### src/rtl/tgapd_pkg.sv
// ----------------------------------------------------------------------------
// tgapd_pkg
// Shared types and constants of the uncompressed TGA pixel decoder.
// ----------------------------------------------------------------------------
package tgapd_pkg;

   localparam int QUEUE_DEPTH = 2;

   // result kinds
   localparam logic [1:0] KIND_PIXEL   = 2'd0;
   localparam logic [1:0] KIND_HDR_OK  = 2'd1;
   localparam logic [1:0] KIND_HDR_BAD = 2'd2;

   // pixel formats, coded as the index of the last byte of a pixel
   localparam logic [1:0] PIX_GRAY = 2'd0;
   localparam logic [1:0] PIX_RGB  = 2'd2;
   localparam logic [1:0] PIX_RGBA = 2'd3;

   localparam logic [7:0] ALPHA_OPAQUE = 8'hff;

   // header byte offsets
   localparam logic [4:0] HP_ID_LEN    = 5'd0;
   localparam logic [4:0] HP_CMAP_TYPE = 5'd1;
   localparam logic [4:0] HP_IMG_TYPE  = 5'd2;
   localparam logic [4:0] HP_WIDTH_LO  = 5'd12;
   localparam logic [4:0] HP_WIDTH_HI  = 5'd13;
   localparam logic [4:0] HP_HEIGHT_LO = 5'd14;
   localparam logic [4:0] HP_HEIGHT_HI = 5'd15;
   localparam logic [4:0] HP_BPP       = 5'd16;
   localparam logic [4:0] HP_LAST      = 5'd17;

   // accepted image types and pixel sizes
   localparam logic [7:0] IMG_TRUECOLOR = 8'd2;
   localparam logic [7:0] IMG_GRAY      = 8'd3;
   localparam logic [7:0] BPP_8         = 8'd8;
   localparam logic [7:0] BPP_24        = 8'd24;
   localparam logic [7:0] BPP_32        = 8'd32;

   typedef struct packed {
      logic [7:0] data_byte;
      logic       start_of_file;
   } req_type;

   typedef struct packed {
      logic [1:0]  kind;
      logic [31:0] pixel_index;
      logic [31:0] pixel_color;
      logic [15:0] image_width;
      logic [15:0] image_height;
      logic        last_of_image;
   } rsp_type;

   // work item handed from the parser to the output formatter
   typedef struct packed {
      logic [1:0]  kind;
      logic [1:0]  pix_mode;
      logic [7:0]  data_byte;
      logic [23:0] partial_color;
      logic [31:0] row_base;
      logic [15:0] column;
      logic [15:0] image_width;
      logic [15:0] image_height;
      logic        last_of_image;
   } op_type;

endpackage

### src/rtl/tgapd_front.sv
// ----------------------------------------------------------------------------
// tgapd_front
// Byte parser: walks the header, skips the id field, packs pixel bytes and
// keeps the row and column counters. Emits one work item per result.
// ----------------------------------------------------------------------------
module tgapd_front (
   input  logic               clock,
   input  logic               reset,
   input  logic               accept,
   input  tgapd_pkg::req_type req_payload,
   output logic               push,
   output tgapd_pkg::op_type  push_op
);
   import tgapd_pkg::*;

   typedef enum logic [3:0] {
      PH_HEADER = 4'b0001,
      PH_IDSKIP = 4'b0010,
      PH_PIXELS = 4'b0100,
      PH_DONE   = 4'b1000
   } phase_type;

   phase_type   phase_ff, phase_in, cur_phase;
   logic [4:0]  pos_ff, pos_in, cur_pos;
   logic [7:0]  id_left_ff, id_left_in;
   logic [7:0]  image_kind_ff, image_kind_in;
   logic [7:0]  palette_kind_ff, palette_kind_in;
   logic [15:0] width_ff, width_in;
   logic [15:0] height_ff, height_in;
   logic [7:0]  bpp_ff, bpp_in;
   logic [1:0]  pix_mode_ff, pix_mode_in;
   logic [1:0]  bip_ff, bip_in;
   logic [23:0] partial_ff, partial_in;
   logic [15:0] row_ff, row_in;
   logic [15:0] col_ff, col_in;
   logic [31:0] row_base_ff, row_base_in;
   logic [31:0] prod_ff, prod_in;
   logic [15:0] height_m1;
   logic [16:0] col_next;
   logic [7:0]  b;
   logic        hdr_ok;

   assign b         = req_payload.data_byte;
   assign cur_phase = req_payload.start_of_file ? PH_HEADER : phase_ff;
   assign cur_pos   = req_payload.start_of_file ? HP_ID_LEN : pos_ff;
   assign height_m1 = height_ff - 16'd1;
   assign col_next  = {1'b0, col_ff} + 17'd1;
   assign hdr_ok    = (image_kind_ff == IMG_TRUECOLOR || image_kind_ff == IMG_GRAY)
                      && palette_kind_ff == 8'd0
                      && (bpp_ff == BPP_8 || bpp_ff == BPP_24 || bpp_ff == BPP_32);

   always_comb begin
      phase_in        = phase_ff;
      pos_in          = pos_ff;
      id_left_in      = id_left_ff;
      image_kind_in   = image_kind_ff;
      palette_kind_in = palette_kind_ff;
      width_in        = width_ff;
      height_in       = height_ff;
      bpp_in          = bpp_ff;
      pix_mode_in     = pix_mode_ff;
      bip_in          = bip_ff;
      partial_in      = partial_ff;
      row_in          = row_ff;
      col_in          = col_ff;
      row_base_in     = row_base_ff;
      prod_in         = prod_ff;
      push            = 1'b0;
      push_op.kind          = KIND_PIXEL;
      push_op.pix_mode      = pix_mode_ff;
      push_op.data_byte     = b;
      push_op.partial_color = partial_ff;
      push_op.row_base      = row_base_ff;
      push_op.column        = col_ff;
      push_op.image_width   = width_ff;
      push_op.image_height  = height_ff;
      push_op.last_of_image = 1'b0;
      if (accept) begin
         case (cur_phase)
            PH_HEADER: begin
               phase_in = PH_HEADER;
               case (cur_pos)
                  HP_ID_LEN:    id_left_in = b;
                  HP_CMAP_TYPE: palette_kind_in = b;
                  HP_IMG_TYPE:  image_kind_in = b;
                  HP_WIDTH_LO:  width_in = {width_ff[15:8], b};
                  HP_WIDTH_HI:  width_in = {b, width_ff[7:0]};
                  HP_HEIGHT_LO: height_in = {height_ff[15:8], b};
                  HP_HEIGHT_HI: height_in = {b, height_ff[7:0]};
                  HP_BPP: begin
                     bpp_in  = b;
                     prod_in = 32'(height_m1) * 32'(width_ff);
                  end
                  default: ;
               endcase
               if (cur_pos != HP_LAST) begin
                  pos_in = cur_pos + 5'd1;
               end else begin
                  pos_in = HP_ID_LEN;
                  push   = 1'b1;
                  if (!hdr_ok) begin
                     phase_in              = PH_DONE;
                     push_op.kind          = KIND_HDR_BAD;
                     push_op.last_of_image = 1'b1;
                  end else if (width_ff == 16'd0 || height_ff == 16'd0) begin
                     phase_in              = PH_DONE;
                     push_op.kind          = KIND_HDR_OK;
                     push_op.last_of_image = 1'b1;
                  end else begin
                     push_op.kind = KIND_HDR_OK;
                     row_in       = height_m1;
                     col_in       = 16'd0;
                     row_base_in  = prod_ff;
                     bip_in       = 2'd0;
                     partial_in   = 24'd0;
                     if (bpp_ff == BPP_8) begin
                        pix_mode_in = PIX_GRAY;
                     end else if (bpp_ff == BPP_24) begin
                        pix_mode_in = PIX_RGB;
                     end else begin
                        pix_mode_in = PIX_RGBA;
                     end
                     phase_in = (id_left_ff != 8'd0) ? PH_IDSKIP : PH_PIXELS;
                  end
               end
            end
            PH_IDSKIP: begin
               id_left_in = id_left_ff - 8'd1;
               if (id_left_ff == 8'd1) begin
                  phase_in = PH_PIXELS;
               end
            end
            PH_PIXELS: begin
               if (bip_ff < pix_mode_ff) begin
                  case (bip_ff)
                     2'd0:    partial_in[7:0]   = b;
                     2'd1:    partial_in[15:8]  = b;
                     default: partial_in[23:16] = b;
                  endcase
                  bip_in = bip_ff + 2'd1;
               end else begin
                  push                  = 1'b1;
                  push_op.last_of_image = (row_ff == 16'd0) && (col_next == {1'b0, width_ff});
                  bip_in                = 2'd0;
                  partial_in            = 24'd0;
                  if (col_next >= {1'b0, width_ff}) begin
                     col_in = 16'd0;
                     if (row_ff == 16'd0) begin
                        phase_in = PH_DONE;
                     end else begin
                        row_in      = row_ff - 16'd1;
                        row_base_in = row_base_ff - 32'(width_ff);
                     end
                  end else begin
                     col_in = col_next[15:0];
                  end
               end
            end
            default: ;
         endcase
      end
   end

   always_ff @(posedge clock) begin
      if (reset) begin
         phase_ff        <= PH_HEADER;
         pos_ff          <= HP_ID_LEN;
         id_left_ff      <= '0;
         image_kind_ff   <= '0;
         palette_kind_ff <= '0;
         width_ff        <= '0;
         height_ff       <= '0;
         bpp_ff          <= '0;
         pix_mode_ff     <= PIX_GRAY;
         bip_ff          <= '0;
         partial_ff      <= '0;
         row_ff          <= '0;
         col_ff          <= '0;
         row_base_ff     <= '0;
         prod_ff         <= '0;
      end else begin
         phase_ff        <= phase_in;
         pos_ff          <= pos_in;
         id_left_ff      <= id_left_in;
         image_kind_ff   <= image_kind_in;
         palette_kind_ff <= palette_kind_in;
         width_ff        <= width_in;
         height_ff       <= height_in;
         bpp_ff          <= bpp_in;
         pix_mode_ff     <= pix_mode_in;
         bip_ff          <= bip_in;
         partial_ff      <= partial_in;
         row_ff          <= row_in;
         col_ff          <= col_in;
         row_base_ff     <= row_base_in;
         prod_ff         <= prod_in;
      end
   end

   // header results only come out on the last header byte
   assert property (@(posedge clock) disable iff (reset)
      (push && push_op.kind != KIND_PIXEL) |-> (cur_pos == HP_LAST))
      else $error("header result away from last header byte");

   // the pixel column stays inside the image row
   assert property (@(posedge clock) disable iff (reset)
      (phase_ff == PH_PIXELS) |-> (col_ff < width_ff))
      else $error("column counter beyond image width");

endmodule

### src/rtl/tgapd_queue.sv
// ----------------------------------------------------------------------------
// tgapd_queue
// Short work queue between the parser and the output formatter.
// ----------------------------------------------------------------------------
module tgapd_queue #(
   parameter int DEPTH = tgapd_pkg::QUEUE_DEPTH
) (
   input  logic              clock,
   input  logic              reset,
   input  logic              push,
   input  tgapd_pkg::op_type push_op,
   input  logic              pop,
   output tgapd_pkg::op_type head_op,
   output logic              empty,
   output logic              full
);
   import tgapd_pkg::*;

   localparam int PTR_W = (DEPTH > 1) ? $clog2(DEPTH) : 1;
   localparam int CNT_W = $clog2(DEPTH + 1);
   localparam logic [PTR_W-1:0] PTR_LAST = PTR_W'(DEPTH - 1);
   localparam logic [CNT_W-1:0] CNT_FULL = CNT_W'(DEPTH);

   op_type           entries_ff [DEPTH];
   logic [PTR_W-1:0] wr_ptr_ff, wr_ptr_in;
   logic [PTR_W-1:0] rd_ptr_ff, rd_ptr_in;
   logic [CNT_W-1:0] count_ff, count_in;

   assign empty   = (count_ff == '0);
   assign full    = (count_ff == CNT_FULL);
   assign head_op = entries_ff[rd_ptr_ff];

   always_comb begin
      wr_ptr_in = wr_ptr_ff;
      rd_ptr_in = rd_ptr_ff;
      count_in  = count_ff;
      if (push) begin
         wr_ptr_in = (wr_ptr_ff == PTR_LAST) ? '0 : wr_ptr_ff + PTR_W'(1);
      end
      if (pop) begin
         rd_ptr_in = (rd_ptr_ff == PTR_LAST) ? '0 : rd_ptr_ff + PTR_W'(1);
      end
      if (push && !pop) begin
         count_in = count_ff + CNT_W'(1);
      end else if (pop && !push) begin
         count_in = count_ff - CNT_W'(1);
      end
   end

   always_ff @(posedge clock) begin
      if (reset) begin
         wr_ptr_ff <= '0;
         rd_ptr_ff <= '0;
         count_ff  <= '0;
      end else begin
         wr_ptr_ff <= wr_ptr_in;
         rd_ptr_ff <= rd_ptr_in;
         count_ff  <= count_in;
      end
   end

   always_ff @(posedge clock) begin
      if (push) begin
         entries_ff[wr_ptr_ff] <= push_op;
      end
   end

   assert property (@(posedge clock) disable iff (reset)
      !(push && full))
      else $error("push into full queue");

   assert property (@(posedge clock) disable iff (reset)
      !(pop && empty))
      else $error("pop from empty queue");

endmodule

### src/rtl/tgapd_back.sv
// ----------------------------------------------------------------------------
// tgapd_back
// Output formatter: expands pixels to 32-bit colors, adds the column to the
// row base and holds the result in the output register.
// ----------------------------------------------------------------------------
module tgapd_back (
   input  logic               clock,
   input  logic               reset,
   input  tgapd_pkg::op_type  head_op,
   input  logic               empty,
   output logic               pop,
   output logic               rsp_valid,
   input  logic               rsp_stall,
   output tgapd_pkg::rsp_type rsp_payload
);
   import tgapd_pkg::*;

   logic    rsp_valid_ff, rsp_valid_in;
   rsp_type rsp_ff, rsp_in;
   logic    load;
   logic [31:0] color;

   assign load = !rsp_valid_ff || !rsp_stall;
   assign pop  = load && !empty;

   always_comb begin
      case (head_op.pix_mode)
         PIX_GRAY: color = {ALPHA_OPAQUE, head_op.data_byte, head_op.data_byte,
                            head_op.data_byte};
         PIX_RGB:  color = {ALPHA_OPAQUE, head_op.data_byte,
                            head_op.partial_color[15:0]};
         default:  color = {head_op.data_byte, head_op.partial_color};
      endcase
   end

   always_comb begin
      rsp_valid_in         = load ? !empty : rsp_valid_ff;
      rsp_in               = rsp_ff;
      if (pop) begin
         rsp_in.kind          = head_op.kind;
         rsp_in.image_width   = head_op.image_width;
         rsp_in.image_height  = head_op.image_height;
         rsp_in.last_of_image = head_op.last_of_image;
         if (head_op.kind == KIND_PIXEL) begin
            rsp_in.pixel_index = head_op.row_base + 32'(head_op.column);
            rsp_in.pixel_color = color;
         end else begin
            rsp_in.pixel_index = 32'd0;
            rsp_in.pixel_color = 32'd0;
         end
      end
   end

   always_ff @(posedge clock) begin
      if (reset) begin
         rsp_valid_ff <= 1'b0;
      end else begin
         rsp_valid_ff <= rsp_valid_in;
      end
   end

   always_ff @(posedge clock) begin
      rsp_ff <= rsp_in;
   end

   assign rsp_valid   = rsp_valid_ff;
   assign rsp_payload = rsp_ff;

endmodule

### src/rtl/tga_uncompressed_pixel_decoder.sv
// ----------------------------------------------------------------------------
// tga_uncompressed_pixel_decoder
// Uncompressed TGA decoder: header check, id skip, pixel expansion and
// bottom-up destination indexing.
// ----------------------------------------------------------------------------
// The decoder takes one file byte per clock cycle while the work queue is not
// full. A result (header verdict or pixel) goes through the work queue into
// the output register: the parser decodes the byte that completes it and
// writes the queue as it accepts that byte, and the output formatter loads
// the output register once it is free. The input is stalled only when the
// work queue is full, which happens only while the result side holds its own
// stall; with the result side free the decoder sustains one byte per cycle
// without a gap, including across headers, id fields and pixel boundaries.
module tga_uncompressed_pixel_decoder #(
   parameter int QUEUE_DEPTH = tgapd_pkg::QUEUE_DEPTH
) (
   input  logic               clock,
   input  logic               reset,
   input  logic               req_valid,
   output logic               req_stall,
   input  tgapd_pkg::req_type req_payload,
   output logic               rsp_valid,
   input  logic               rsp_stall,
   output tgapd_pkg::rsp_type rsp_payload
);
   import tgapd_pkg::*;

   logic   accept;
   logic   push;
   logic   pop;
   logic   empty;
   logic   full;
   op_type push_op;
   op_type head_op;

   assign req_stall = full;
   assign accept    = req_valid && !full;

   tgapd_front u_front (
      .clock       (clock),
      .reset       (reset),
      .accept      (accept),
      .req_payload (req_payload),
      .push        (push),
      .push_op     (push_op)
   );

   tgapd_queue #(
      .DEPTH (QUEUE_DEPTH)
   ) u_queue (
      .clock   (clock),
      .reset   (reset),
      .push    (push),
      .push_op (push_op),
      .pop     (pop),
      .head_op (head_op),
      .empty   (empty),
      .full    (full)
   );

   tgapd_back u_back (
      .clock       (clock),
      .reset       (reset),
      .head_op     (head_op),
      .empty       (empty),
      .pop         (pop),
      .rsp_valid   (rsp_valid),
      .rsp_stall   (rsp_stall),
      .rsp_payload (rsp_payload)
   );

endmodule
### config.mk
export PLATFORM = sky130hd
export DESIGN_NAME = tga_uncompressed_pixel_decoder
export DESIGN_NICKNAME = d
export VERILOG_FILES = /design/src/rtl/tgapd_pkg.sv /design/src/rtl/tgapd_front.sv /design/src/rtl/tgapd_queue.sv /design/src/rtl/tgapd_back.sv /design/src/rtl/tga_uncompressed_pixel_decoder.sv
export SDC_FILE = /design/constraint.sdc
export NUM_CORES = 2
export LEC_CHECK = 0
export BUFFER_PORTS_ARGS = -buffer_cell sky130_fd_sc_hd__buf_2
export CAP_MARGIN = 15
export CORE_MARGIN = 4
export CORE_UTILIZATION = 45
export CTS_CLUSTER_DIAMETER = 80
export CTS_CLUSTER_SIZE = 40
export DETAILED_ROUTE_END_ITERATION = 6
export PLACE_DENSITY_LB_ADDON = 0.15
export SETUP_SLACK_MARGIN = 0.4
export SLEW_MARGIN = 30
export SYNTH_ARGS = -nofsm -noshare
export SYNTH_HDL_FRONTEND = slang
export SYNTH_HIERARCHICAL = 1
export SYNTH_SLANG_ARGS = --single-unit
### constraint.sdc
create_clock -name clock -period 9.8 [get_ports clock]
set_input_delay 1.47 -clock clock [delete_from_list [all_inputs] [get_ports clock]]
set_output_delay 1.47 -clock clock [all_outputs]
set_load 0.005 [all_outputs]
==> results.md <==
* Status: complete, no violations
* Root Driver: clkbuf_16
* Unrepaired setup endpoints after global routing: false
* Pin count of the biggest net entering global routing at 86
* Hold Crit Start: u_front/prod_ff[1]
* Minimum clock period at 8.39 ns
* Clk pin slew, worst setup/hold paths at 0.13 ns
* Type of origin of the critical path: flop
* CTS Hold Bufs at 0
* Post-synth top area share at between 30 and 40%
* # IOs at 114
* Vias at 22,700
* Slew HR at 31.6%
* Leakage at 14.3 nW
* Reg-to-reg slack, setup at around 1.4 ns
* First-pass GRT wire length at 128 mm
* Worst reg2reg endpoint: u_front/prod_ff[31]
* Synth Warn # at 6
* Clock buffer depth at 3
* Placed inst area at roughly 34,000 um^2
* Top FF cell, synth: edfxtp_1
* Gp weighted congestion at 0.896
* Final Hold Fails at 0
* Die footprint at 76,300 um^2
* Clk_lat worst skew at approximately 0.61 ns
* Asr flop ratio synth at 0%
* WP data arrival at 8.89 ns
* Post-layout nets at 3,480
* Cell accounting for the most synthesized area: edfxtp_1
* Synth top area cells: edfxtp_1, dfxtp_1, fa_1
* H-Tree Depth at 1
* Initial Utilization at about 45%
* Core area at 71,400 um^2
* Pwr/cell area at 140 nW/um^2
* Crit-path max FO at 10
* Peak supply drop at roughly 0.14 mV
* Crit path capture type: flop
* Area grow syn2layout at 7.82%
* Final setup margin at 1.41 ns
* Total power at between 4 and 5 mW
* Detailed placement HPWL at 57.3 mm
* Hold EP: u_front/prod_ff[1]
* Worst Tran Pin Value at 1.02 ns
* Vias per cell at about 5.6
* CP Data Required Time at approximately 10 ns
* Inserted Clock Buffers at 27
* Layout fillers at 6,525
* Drc violations at 0
* Core Rows at 98
* Synth Instances at 3,086
* Post-CTS Setup Inserts at 0
* Final setup TNS at 0 ns
* CTS sink cnt at roughly 540
* Tot GR Track Use at between 20% and 30%
* Synthesized flop and latch total at 535
* Period utilization at 85.6%
* Remaining global-route overflow at 0
* DRT Wirelength at 79.9 mm
* # port buffers at ~110
* R2R cell count at 24
* Syn_area_per_cell at between 10 and 15 um^2
* ANT nets after route at 0
* Max frequency at 119 MHz
* Fraction of layout cells with a size suffix above 1 at 11.4%
* CTS resizes at 0
* Max-slew violation total from the final report at 0
* Final setup violation count at 0
* EDFF count, synth at between 300 and 400
* Design Area, Final at around 35,000 um^2
* Setup WS pre-CTS at 1.56 ns
* CP Class: flop to flop
* Area of the mapped netlist at roughly 32,000 um^2
* Die Y at around 280 um
* TritonRoute pass-1 iters at 7
* Hold path depth at 2
* Min-delay worst type: flop to flop
* Wirelength per Cell at 19.6 um
* CTS tree: yes
* Seq/Total Area, Yosys at about 43%
* Max_cap viols at 0
* Initial antenna violation count at 0
* Net Count, Synth at between 3,000 and 4,000
* Die X at 276 um
* Synth unique cells at 80
* 1st-iter DRT viols at 1,503
* R2r startpoint: u_front/height_ff[2]
* Ant. Diodes at 0
* Skew final at 0.0422 ns
* Number of global-route vias before repair at 22,800
## placed cells by master, fill, tap and decap left out, types with 89 or more instances in the layout
| cell | count |
|---|---|
| inv_1 | 276 |
| nand2_1 | 360 |
| nor2_1 | 274 |
| a21oi_1 | 176 |
| edfxtp_1 | 333 |
| mux2i_1 | 89 |
| buf_2 | 112 |
| ha_1 | 166 |
| and2_1 | 89 |
| fa_1 | 196 |
| dfxtp_1 | 201 |
## power by group
group | switching, mW | internal, mW | leakage [nW]
Clock | 0.851 | 0.597 | 0.504
Combinational | 0.403 | 0.299 | 9.30
Sequential | 0.0880 | 2.66 | 4.53
Total | 1.34 | 3.55 | 14.3
## routing by layer
metal / GRT usage, % / wire [um]
met5: 0 / 0
met4: 5.28 / 1960
met3: 1.87 / 4070
met2: 34.3 / 37700
met1: 29.0 / 36200
## worst max-delay path by stage
stage                     cells after the start  slack (ns)                  from                        to
final                                        24        1.41  u_front/height_ff[2]       u_front/prod_ff[31]
after global placement                       23        1.44  u_front/height_ff[1]       u_front/prod_ff[31]
after floorplan                               7        1.49        req_payload[0]  u_queue/entries_ff[0][0]
after global routing                         27        0.95  u_front/height_ff[0]       u_front/prod_ff[31]
after CTS                                    27        1.47  u_front/height_ff[0]       u_front/prod_ff[31]
after detailed placement                     27        1.56  u_front/height_ff[0]       u_front/prod_ff[31]
## worst max-delay path, stage by stage, from the launching register on
cell,delay (ns)
dfxtp_1,0.39
or4_1,0.59
or3b_2,0.55
nor3_1,0.21
xor2_1,0.76
buf_4,0.30
nand2_1,0.08
fa_1,0.50
fa_1,0.50
inv_1,0.05
fa_1,0.50
inv_1,0.05
fa_1,0.55
fa_1,0.42
fa_1,0.49
inv_1,0.04
ha_1,0.33
a21oi_1,0.25
a211oi_1,0.11
o311ai_0,0.39
a21boi_0,0.30
a31oi_1,0.21
a221o_1,0.36
xnor2_1,0.13
a211oi_1,0.23
## cell families after synthesis
group,share of synthesized area (%)
compound gates,8.90
xor+xnor,1.95
fa+ha+maj,18.5
buf+inv,5.32
flops,43.4
mux,7.17
simple gates,14.7
## registers in the layout (all words and copies together), names as in the netlist, 5 cells and up, named ones only
register                 count
u_front/image_kind_ff        7
u_queue/entries_ff         234
u_front/row_base_ff         32
u_front/palette_kind_ff      8
u_front/row_ff              16
u_front/id_left_ff           8
u_back/rsp_payload          99
u_front/partial_ff          24
u_front/height_ff           16
u_front/width_ff            16
u_front/col_ff              16
u_front/bpp_ff               8
u_front/pos_ff               5
u_front/prod_ff             32
## layout make-up
class / instances / area (um^2) / share of cell area, %
Clock buffer: 29 / 697 / 2.00
Clock inverter: 20 / 369 / 1.06
Inverter: 276 / 1040 / 2.97
Multi-Input combinational cell: 2116 / 16700 / 47.7
Sequential cell: 535 / 14000 / 40.3
Tap cell: 950 / 1190 / 3.41
Timing Repair Buffer: 149 / 898 / 2.57
## Yosys cell counts, types with 8 or more instances
library cell,n
and3_1,27
nor2_1,275
nand2_1,360
a21oi_1,178
mux2i_1,89
xnor2_1,43
nor4_1,17
dfxtp_1,202
nor3b_1,19
xor2_1,29
buf_2,12
and4_1,9
nand4_1,16
fa_1,196
o21ai_0,85
inv_1,276
nor3_1,58
o21a_1,16
a22oi_1,13
nand3_1,45
a21o_1,36
or4_1,8
buf_4,8
a31oi_1,18
or3_1,18
mux2_4,30
a211oi_1,23
a311oi_1,12
nand2b_1,20
nand3b_1,10
nor2b_1,13
mux2_2,87
clkbuf_1,126
and2_1,90
edfxtp_1,333
ha_1,166
o211ai_1,17
## through the flow
stage               hold slack, ns  utilization, %  std cells
floorplan                    0.420               -       3086
global placement             0.430            47.3       4024
detailed placement           0.442            47.4       4026
CTS                          0.461            48.9       4075
global route                 0.486            48.9       4075
finish                       0.464            48.9       4075
Power figures use the tool's default switching activity.
